[src/sv/itrt_pkg.sv]
package itrt_pkg;

  localparam int unsigned NUM_W   = 32;
  localparam int unsigned RADIX_W = 6;
  localparam int unsigned CHAR_W  = 8;

  localparam logic [RADIX_W-1:0] BASE_MIN = 6'd2;
  localparam logic [RADIX_W-1:0] BASE_MAX = 6'd36;

  localparam logic [CHAR_W-1:0] CHAR_ZERO  = 8'h30;
  localparam logic [CHAR_W-1:0] CHAR_ALPHA = 8'h57;  // 'a' - 10
  localparam logic [CHAR_W-1:0] CHAR_MINUS = 8'h2D;
  localparam logic [CHAR_W-1:0] CHAR_NUL   = 8'h00;

  typedef struct packed {
    logic [NUM_W-1:0]   mag;
    logic [RADIX_W-1:0] radix;
    logic               neg;
    logic               bad;
  } job_t;

  typedef enum logic [3:0] {
    ST_IDLE = 4'b0001,
    ST_MUL  = 4'b0010,
    ST_FIX  = 4'b0100,
    ST_EMIT = 4'b1000
  } back_state_e;

  localparam logic [63:0] TWO_POW_32 = 64'h1_0000_0000;

  // floor(2^32 / b); quotient estimate is at most one low
  function automatic logic [NUM_W-1:0] recip(input logic [RADIX_W-1:0] b);
    logic [63:0] r;
    case (b)
      6'd2:    r = TWO_POW_32 / 2;
      6'd3:    r = TWO_POW_32 / 3;
      6'd4:    r = TWO_POW_32 / 4;
      6'd5:    r = TWO_POW_32 / 5;
      6'd6:    r = TWO_POW_32 / 6;
      6'd7:    r = TWO_POW_32 / 7;
      6'd8:    r = TWO_POW_32 / 8;
      6'd9:    r = TWO_POW_32 / 9;
      6'd10:   r = TWO_POW_32 / 10;
      6'd11:   r = TWO_POW_32 / 11;
      6'd12:   r = TWO_POW_32 / 12;
      6'd13:   r = TWO_POW_32 / 13;
      6'd14:   r = TWO_POW_32 / 14;
      6'd15:   r = TWO_POW_32 / 15;
      6'd16:   r = TWO_POW_32 / 16;
      6'd17:   r = TWO_POW_32 / 17;
      6'd18:   r = TWO_POW_32 / 18;
      6'd19:   r = TWO_POW_32 / 19;
      6'd20:   r = TWO_POW_32 / 20;
      6'd21:   r = TWO_POW_32 / 21;
      6'd22:   r = TWO_POW_32 / 22;
      6'd23:   r = TWO_POW_32 / 23;
      6'd24:   r = TWO_POW_32 / 24;
      6'd25:   r = TWO_POW_32 / 25;
      6'd26:   r = TWO_POW_32 / 26;
      6'd27:   r = TWO_POW_32 / 27;
      6'd28:   r = TWO_POW_32 / 28;
      6'd29:   r = TWO_POW_32 / 29;
      6'd30:   r = TWO_POW_32 / 30;
      6'd31:   r = TWO_POW_32 / 31;
      6'd32:   r = TWO_POW_32 / 32;
      6'd33:   r = TWO_POW_32 / 33;
      6'd34:   r = TWO_POW_32 / 34;
      6'd35:   r = TWO_POW_32 / 35;
      6'd36:   r = TWO_POW_32 / 36;
      default: r = 64'd0;
    endcase
    return r[NUM_W-1:0];
  endfunction

  function automatic logic [CHAR_W-1:0] digit_char(input logic [RADIX_W-1:0] d);
    logic [CHAR_W-1:0] dx;
    dx = {2'b00, d};
    return (d < 6'd10) ? CHAR_ZERO + dx : CHAR_ALPHA + dx;
  endfunction

endpackage

[src/sv/itrt_if.sv]
interface itrt_in_if;
  logic               valid;
  logic               ready;
  logic signed [31:0] number;
  logic        [5:0]  radix;

  modport source (output valid, number, radix, input ready);
  modport sink   (input valid, number, radix, output ready);
endinterface

interface itrt_out_if;
  logic       valid;
  logic       ready;
  logic [7:0] out_char;
  logic       last;
  logic       bad_radix;

  modport source (output valid, out_char, last, bad_radix, input ready);
  modport sink   (input valid, out_char, last, bad_radix, output ready);
endinterface

[src/sv/integer_to_radix_text.sv]
// Flow: a job passes through the job queue, then the back end starts it and finds each digit
// by multiplying by the base's reciprocal, then correcting the remainder, then sends one
// transfer per character. The back end takes a new job only when idle, after the last
// character of the previous one; the queue holds waiting jobs. Characters go out one per
// cycle while out_o.ready is high; a bad base skips the divider and sends a lone nul.
// Reset: rst_ni is asynchronous, active low; it empties the queue and idles the divider.
module integer_to_radix_text #(
  parameter int unsigned QUEUE_DEPTH = 2
) (
  input  logic       clk_i,
  input  logic       rst_ni,
  itrt_in_if.sink    in_i,
  itrt_out_if.source out_o
);
  import itrt_pkg::*;

  job_t fr_job, bk_job;
  logic fr_valid, fr_ready, bk_valid, bk_ready;

  itrt_front u_front (
    .in_i        (in_i),
    .job_o       (fr_job),
    .job_valid_o (fr_valid),
    .job_ready_i (fr_ready)
  );

  itrt_queue #(
    .DEPTH (QUEUE_DEPTH)
  ) u_queue (
    .clk_i        (clk_i),
    .rst_ni       (rst_ni),
    .push_valid_i (fr_valid),
    .push_ready_o (fr_ready),
    .push_data_i  (fr_job),
    .pop_valid_o  (bk_valid),
    .pop_ready_i  (bk_ready),
    .pop_data_o   (bk_job)
  );

  itrt_back u_back (
    .clk_i       (clk_i),
    .rst_ni      (rst_ni),
    .job_valid_i (bk_valid),
    .job_ready_o (bk_ready),
    .job_i       (bk_job),
    .out_o       (out_o)
  );

endmodule

[src/sv/itrt_front.sv]
module itrt_front (
  itrt_in_if.sink         in_i,
  output itrt_pkg::job_t  job_o,
  output logic            job_valid_o,
  input  logic            job_ready_i
);
  import itrt_pkg::*;

  logic [NUM_W-1:0] raw;

  assign raw         = in_i.number;
  assign in_i.ready  = job_ready_i;
  assign job_valid_o = in_i.valid;

  always_comb begin
    job_o.radix = in_i.radix;
    job_o.bad   = (in_i.radix < BASE_MIN) || (in_i.radix > BASE_MAX);
    job_o.neg   = raw[NUM_W-1];
    job_o.mag   = raw[NUM_W-1] ? (~raw + 32'd1) : raw;
  end

endmodule

[src/sv/itrt_queue.sv]
module itrt_queue #(
  parameter int unsigned DEPTH = 2
) (
  input  logic            clk_i,
  input  logic            rst_ni,
  input  logic            push_valid_i,
  output logic            push_ready_o,
  input  itrt_pkg::job_t  push_data_i,
  output logic            pop_valid_o,
  input  logic            pop_ready_i,
  output itrt_pkg::job_t  pop_data_o
);
  import itrt_pkg::*;

  localparam int unsigned PTR_W = (DEPTH > 1) ? $clog2(DEPTH) : 1;
  localparam int unsigned CNT_W = $clog2(DEPTH + 1);
  localparam logic [PTR_W-1:0] PTR_LAST = PTR_W'(DEPTH - 1);
  localparam logic [CNT_W-1:0] CNT_FULL = CNT_W'(DEPTH);

  job_t             mem_q [DEPTH];
  logic [PTR_W-1:0] wr_q, wr_d, rd_q, rd_d;
  logic [CNT_W-1:0] cnt_q, cnt_d;
  logic             push, pop;

  assign push_ready_o = (cnt_q != CNT_FULL);
  assign pop_valid_o  = (cnt_q != '0);
  assign pop_data_o   = mem_q[rd_q];
  assign push         = push_valid_i && push_ready_o;
  assign pop          = pop_valid_o && pop_ready_i;

  always_comb begin
    wr_d  = wr_q;
    rd_d  = rd_q;
    cnt_d = cnt_q;
    if (push) begin
      wr_d = (wr_q == PTR_LAST) ? '0 : wr_q + PTR_W'(1);
    end
    if (pop) begin
      rd_d = (rd_q == PTR_LAST) ? '0 : rd_q + PTR_W'(1);
    end
    if (push && !pop) begin
      cnt_d = cnt_q + CNT_W'(1);
    end else if (pop && !push) begin
      cnt_d = cnt_q - CNT_W'(1);
    end
  end

  always_ff @(posedge clk_i or negedge rst_ni) begin
    if (!rst_ni) begin
      wr_q  <= '0;
      rd_q  <= '0;
      cnt_q <= '0;
    end else begin
      wr_q  <= wr_d;
      rd_q  <= rd_d;
      cnt_q <= cnt_d;
    end
  end

  always_ff @(posedge clk_i) begin
    if (push) begin
      mem_q[wr_q] <= push_data_i;
    end
  end

endmodule

[src/sv/itrt_back.sv]
module itrt_back (
  input  logic            clk_i,
  input  logic            rst_ni,
  input  logic            job_valid_i,
  output logic            job_ready_o,
  input  itrt_pkg::job_t  job_i,
  itrt_out_if.source      out_o
);
  import itrt_pkg::*;

  localparam int unsigned STACK_N = NUM_W;
  localparam int unsigned IDX_W   = $clog2(STACK_N);
  localparam int unsigned CNT_W   = $clog2(STACK_N + 1);

  back_state_e       state_q, state_d;
  logic [NUM_W-1:0]   mag_q, mag_d;
  logic [NUM_W-1:0]   prod_q, prod_d;
  logic [RADIX_W-1:0] base_q, base_d;
  logic               neg_q, neg_d;
  logic               bad_q, bad_d;
  logic [CNT_W-1:0]   cnt_q, cnt_d;
  logic [CHAR_W-1:0]  stack_q [STACK_N];

  logic               ov_q, ov_d;
  logic [CHAR_W-1:0]  oc_q, oc_d;
  logic               ol_q, ol_d;
  logic               ob_q, ob_d;

  logic [2*NUM_W-1:0] prod_full;
  logic [NUM_W-1:0]   base_x, r_raw, r_fix, q_fix;
  logic [IDX_W-1:0]   rd_idx;
  logic               load;

  assign job_ready_o     = (state_q == ST_IDLE);
  assign out_o.valid     = ov_q;
  assign out_o.out_char  = oc_q;
  assign out_o.last      = ol_q;
  assign out_o.bad_radix = ob_q;

  assign base_x    = {{(NUM_W-RADIX_W){1'b0}}, base_q};
  assign prod_full = {{NUM_W{1'b0}}, mag_q} * {{NUM_W{1'b0}}, recip(base_q)};
  assign r_raw     = mag_q - NUM_W'(prod_q * base_x);
  assign rd_idx    = IDX_W'(cnt_q - CNT_W'(1));
  assign load      = !ov_q || out_o.ready;

  always_comb begin
    if (r_raw >= base_x) begin
      r_fix = r_raw - base_x;
      q_fix = prod_q + NUM_W'(1);
    end else begin
      r_fix = r_raw;
      q_fix = prod_q;
    end
  end

  always_comb begin
    state_d = state_q;
    mag_d   = mag_q;
    prod_d  = prod_q;
    base_d  = base_q;
    neg_d   = neg_q;
    bad_d   = bad_q;
    cnt_d   = cnt_q;
    ov_d    = ov_q && !out_o.ready;
    oc_d    = oc_q;
    ol_d    = ol_q;
    ob_d    = ob_q;
    case (state_q)
      ST_IDLE: begin
        if (job_valid_i) begin
          mag_d   = job_i.mag;
          base_d  = job_i.radix;
          neg_d   = job_i.neg;
          bad_d   = job_i.bad;
          cnt_d   = '0;
          state_d = job_i.bad ? ST_EMIT : ST_MUL;
        end
      end
      ST_MUL: begin
        prod_d  = prod_full[2*NUM_W-1:NUM_W];
        state_d = ST_FIX;
      end
      ST_FIX: begin
        mag_d   = q_fix;
        cnt_d   = cnt_q + CNT_W'(1);
        state_d = (q_fix == '0) ? ST_EMIT : ST_MUL;
      end
      ST_EMIT: begin
        if (load) begin
          ov_d = 1'b1;
          ob_d = 1'b0;
          if (bad_q) begin
            oc_d    = CHAR_NUL;
            ol_d    = 1'b1;
            ob_d    = 1'b1;
            state_d = ST_IDLE;
          end else if (neg_q) begin
            oc_d  = CHAR_MINUS;
            ol_d  = 1'b0;
            neg_d = 1'b0;
          end else begin
            oc_d  = stack_q[rd_idx];
            ol_d  = (cnt_q == CNT_W'(1));
            cnt_d = cnt_q - CNT_W'(1);
            if (cnt_q == CNT_W'(1)) begin
              state_d = ST_IDLE;
            end
          end
        end
      end
      default: begin
        state_d = ST_IDLE;
      end
    endcase
  end

  always_ff @(posedge clk_i or negedge rst_ni) begin
    if (!rst_ni) begin
      state_q <= ST_IDLE;
      ov_q    <= 1'b0;
    end else begin
      state_q <= state_d;
      ov_q    <= ov_d;
    end
  end

  always_ff @(posedge clk_i) begin
    mag_q  <= mag_d;
    prod_q <= prod_d;
    base_q <= base_d;
    neg_q  <= neg_d;
    bad_q  <= bad_d;
    cnt_q  <= cnt_d;
    oc_q   <= oc_d;
    ol_q   <= ol_d;
    ob_q   <= ob_d;
    if (state_q == ST_FIX) begin
      stack_q[cnt_q[IDX_W-1:0]] <= digit_char(r_fix[RADIX_W-1:0]);
    end
  end

endmodule

[src/flat_wrapper.sv]
// flat-port wrapper written by rule: the top's interface ports become plain ports
module integer_to_radix_text_flat import itrt_pkg::*;
#(
  parameter int unsigned QUEUE_DEPTH = 2
)
  (clk_i, rst_ni, in_i_valid, in_i_number, in_i_radix, in_i_ready, out_o_valid, out_o_out_char, out_o_last, out_o_bad_radix, out_o_ready);
  itrt_in_if in_i_i ();
  itrt_out_if out_o_i ();
  input  logic clk_i;
  input  logic rst_ni;
  input wire logic [$bits(in_i_i.valid)-1:0] in_i_valid;
  input wire logic [$bits(in_i_i.number)-1:0] in_i_number;
  input wire logic [$bits(in_i_i.radix)-1:0] in_i_radix;
  output wire logic [$bits(in_i_i.ready)-1:0] in_i_ready;
  output wire logic [$bits(out_o_i.valid)-1:0] out_o_valid;
  output wire logic [$bits(out_o_i.out_char)-1:0] out_o_out_char;
  output wire logic [$bits(out_o_i.last)-1:0] out_o_last;
  output wire logic [$bits(out_o_i.bad_radix)-1:0] out_o_bad_radix;
  input wire logic [$bits(out_o_i.ready)-1:0] out_o_ready;
  assign in_i_i.valid = in_i_valid;
  assign in_i_i.number = in_i_number;
  assign in_i_i.radix = in_i_radix;
  assign in_i_ready = in_i_i.ready;
  assign out_o_valid = out_o_i.valid;
  assign out_o_out_char = out_o_i.out_char;
  assign out_o_last = out_o_i.last;
  assign out_o_bad_radix = out_o_i.bad_radix;
  assign out_o_i.ready = out_o_ready;
  integer_to_radix_text #(.QUEUE_DEPTH(QUEUE_DEPTH)) u_core (.clk_i(clk_i), .rst_ni(rst_ni), .in_i(in_i_i), .out_o(out_o_i));
endmodule
[config.mk]
export PLATFORM = sky130hd
export DESIGN_NAME = integer_to_radix_text_flat
export DESIGN_NICKNAME = d
export VERILOG_FILES = /design/src/sv/itrt_pkg.sv /design/src/sv/itrt_if.sv /design/src/sv/integer_to_radix_text.sv /design/src/sv/itrt_front.sv /design/src/sv/itrt_queue.sv /design/src/sv/itrt_back.sv /design/src/flat_wrapper.sv
export SDC_FILE = /design/constraint.sdc
export NUM_CORES = 2
export LEC_CHECK = 0
export BUFFER_PORTS_ARGS = -buffer_cell sky130_fd_sc_hd__buf_4
export CAP_MARGIN = 20
export CORE_MARGIN = 2
export CORE_UTILIZATION = 23
export DETAILED_ROUTE_END_ITERATION = 7
export GPL_ROUTABILITY_DRIVEN = 0
export HOLD_SLACK_MARGIN = 0.05
export MAX_ROUTING_LAYER = met4
export PLACE_DENSITY = 0.44
export SYNTH_ARGS = -nofsm -noshare
export SYNTH_HDL_FRONTEND = slang
export SYNTH_MEMORY_MAX_BITS = 65536
export SYNTH_SLANG_ARGS = --single-unit
[constraint.sdc]
create_clock -name clk_i -period 23.3 [get_ports clk_i]
set_input_delay 4.66 -clock clk_i [delete_from_list [all_inputs] [get_ports clk_i]]
set_output_delay 4.66 -clock clk_i [all_outputs]
set_load 0.01 [all_outputs]
==> impl_results.md <==
- CTS Buffer Depth: 3
- Hold Path Class: reg2reg
- Critical Path Most Common Cell: fa_1
- Die Y: 508 um
- Vias per cell: 4.39
- Worst-margin pin slew: 1030 ps
- Vias in the first global route: 43400
- Cell at the slowest stage of the critical path: dfxtp_1
- Sink Count: 465
- RSZ-0062 raised after global routing: no
- Core area: 253000 sq um
- #FFs+latches synth: 465
- Reg-to-reg setup timing slack: 13130 ps
- Post-synthesis sequential area ratio: 23.3%
- Fin nets: 7084
- Setup Buffers After CTS: 0
- Max Cap Viol: 0
- Synth Instances: 5790
- CTS HTree Levels: 2
- Hold violation count in the final report: 0
- Post-DP HPWL: 126 mm
- Tmin final: 10170 ps
- CP Data Required Time: 23710 ps
- Initial antenna violation count: 13
- CP Max Fanout: 20
- Stages on the worst setup path: 32
- Final Setup Violations: 0
- CP Capture Type: register
- Syn Area/Cell: 10.1 sq um
- Clk Latency, worst-skew pair: 680 ps
- Routed wire per std cell: 19.1 um
- Max Slew Vio Count: 0
- # DRC: 0
- Post-synth EDFFs: 424
- Main flop type after synthesis: edfxtp_1
- I/O Pins: 54
- End of the critical path: u_core.u_back.prod_q[31]$_DFFE_PP_
- Status: finished clean
- GRT Overall Usage: 14.1%
- Starting DRC count in detailed routing: 2872
- Clock skew: 82.9 ps
- Pin count of the biggest net entering global routing: 65
- CTS tree: yes
- CTS clk-pin slew, worst paths: 70 ps
- Syn_nets: 7197
- Die area: 258000 sq um
- Global route total overflow: 0
- Mapped Area: 58400 sq um
- Worst relative slew slack: 29.6%
- Cells on worst reg2reg path: 32
- Via count: 39900
- I/O Buffers: 53
- CP max stage delay: 700 ps
- Rows: 185
- Yosys cell types: 89
- Layout area overhead: 10.5%
- Worst Path Buf+Inv: 8
- Initial core utilization: 23.1%
- Wire length of the first global-routing pass: 272 mm
- Inserted Clock Buffers: 54
- Total wire length: 173 mm
- Die X: 508 um
- Layout cells sized above 1: 6.54%
- Max Clock Freq: 98.4 MHz
- Hold buffers post-CTS: 0
- FF-to-FF End: u_core.u_back.prod_q[31]$_DFFE_PP_
- Post-CTS resize count: 0
- Crit Path Category: reg2reg
- Arrival time at the worst endpoint: 10580 ps
- Router iterations before antenna repair: 5
- CP delay by family, top: adder cells
- YS warnings: 0
- Fin crit share: 43.6%
- Setup TNS: 0 ps
- Clock root buffer: clkbuf_16
- FFs w/ async S/R, synth: 1.94%
- Antenna viol nets, final: 0
- Layout fillers: 27100
- Setup crit start kind: register
==> logic make-up (layout without fill, tap and decap cells) <==
kind of cell             Yosys count  in the layout  synth area share (%)
flip-flops                       465            465                  23.3
AND/OR/NAND/NOR                 1732           1732                  13.3
adder cells (fa/ha/maj)         1365           1365                  42.5
multiplexers                     143            143                  4.19
other                              0              1                     0
AO/OA/AOI/OAI                    449            449                  4.84
buffers and inverters           1490           1421                  9.62
XOR/XNOR                         146            146                  2.24
==> metal layers <==
metal	vias up	share of wire, %	routed length (um)	GRT usage (%)
met5	-	0	0	-
met4	0	1.9	3270	2.74
met3	170	4.3	7490	1.16
met2	978	47	81800	22.6
met1	21000	47	80700	19.6
li1	17700	-	-	-
==> placed cells by master (no fill, tap or decap), types with 45 or more instances in the layout <==
master	Yosys	layout
a21oi_1	122	121
and2_1	291	291
buf_4	1	156
clkbuf_16	0	56
edfxtp_1	424	424
fa_1	1032	1032
ha_1	333	332
inv_1	1163	1163
mux2i_1	53	50
mux4_2	80	80
nand2_1	1082	1082
nand3_1	45	45
nor2_1	133	131
o21ai_0	116	115
xnor2_1	111	108
==> per-stage QoR <==
| stage | area, sq um | utilization, % | instances | setup WS, ps | hold slack, ps |
|---|---|---|---|---|---|
| 6_report | 64500 | 25.5 | 9088 | 13130 | 540 |
| 5_1_grt | 64500 | 25.5 | 9087 | 12400 | 555 |
| 4_1_cts | 64500 | 25.5 | 9086 | 13110 | 538 |
| 3_5_place_dp | 62700 | 24.7 | 8986 | 13080 | 528 |
| 3_3_place_gp | 62700 | 24.7 | 8986 | 13140 | 519 |
| 2_1_floorplan | 58400 | - | 5790 | 14900 | 424 |
==> synthesized netlist by cell type (18+ instances only) <==
| cell type | n | area, sq um |
|---|---|---|
| a21o_1 | 36 | 270 |
| a21oi_1 | 122 | 611 |
| and2_1 | 291 | 1820 |
| and3_1 | 27 | 169 |
| buf_1 | 18 | 67.6 |
| clkbuf_1 | 297 | 1110 |
| dfxtp_1 | 32 | 641 |
| edfxtp_1 | 424 | 12700 |
| fa_1 | 1032 | 20700 |
| ha_1 | 333 | 4170 |
| inv_1 | 1163 | 4370 |
| mux2i_1 | 53 | 531 |
| mux4_2 | 80 | 1800 |
| nand2_1 | 1082 | 4060 |
| nand3_1 | 45 | 225 |
| nand4_1 | 24 | 150 |
| nor2_1 | 133 | 499 |
| nor2b_1 | 21 | 131 |
| nor3_1 | 32 | 160 |
| o21ai_0 | 116 | 581 |
| xnor2_1 | 111 | 972 |
| xor2_1 | 32 | 280 |
==> how the worst min path moves through the flow <==
stage | start | slack (ps) | endpoint | depth (start not counted)
finish | u_core.u_queue.cnt_q[1]$_DFFE_PN0P_ | 540 | u_core.u_queue.cnt_q[1]$_DFFE_PN0P_ | 1
global route | u_core.u_queue.cnt_q[1]$_DFFE_PN0P_ | 550 | u_core.u_queue.cnt_q[1]$_DFFE_PN0P_ | 1
detailed placement | u_core.u_queue.cnt_q[1]$_DFFE_PN0P_ | 530 | u_core.u_queue.cnt_q[1]$_DFFE_PN0P_ | 1
floorplan | u_core.u_back.bad_q$_DFFE_PP_ | 420 | u_core.u_back.out_o.bad_radix$_DFFE_PP_ | 0
global placement | u_core.u_queue.cnt_q[1]$_DFFE_PN0P_ | 520 | u_core.u_queue.cnt_q[1]$_DFFE_PN0P_ | 1
CTS | u_core.u_queue.cnt_q[1]$_DFFE_PN0P_ | 540 | u_core.u_queue.cnt_q[1]$_DFFE_PN0P_ | 1
==> state kept, by name, summed over array words and instances (netlist names), 2 cells and up, named ones only <==
signal,count
u_core.u_back.stack_q,256
u_core.u_back.mag_q,32
u_core.u_back.base_q,6
u_core.u_back.prod_q,32
u_core.u_queue.mem_q,80
u_core.u_back.state_q,4
u_core.u_queue.cnt_q,2
u_core.u_back.cnt_q,6
u_core.u_back.out_o.out_char,8
==> final cells by class <==
cell class,count,area (sq um),area share (%)
timing repair buffer,156,1170,1.82
multi-input combinational,3835,39300,60.9
inverter,1165,4370,6.78
antenna,1,2.50,0.00388
tap,3366,4210,6.53
sequential,465,13600,21.1
clock buffer,62,1420,2.21
clock inverter,38,414,0.642
Power is left out: the tool's default activity adds up to more than one toggle a clock period on the data nets, which glitch-free logic cannot reach.
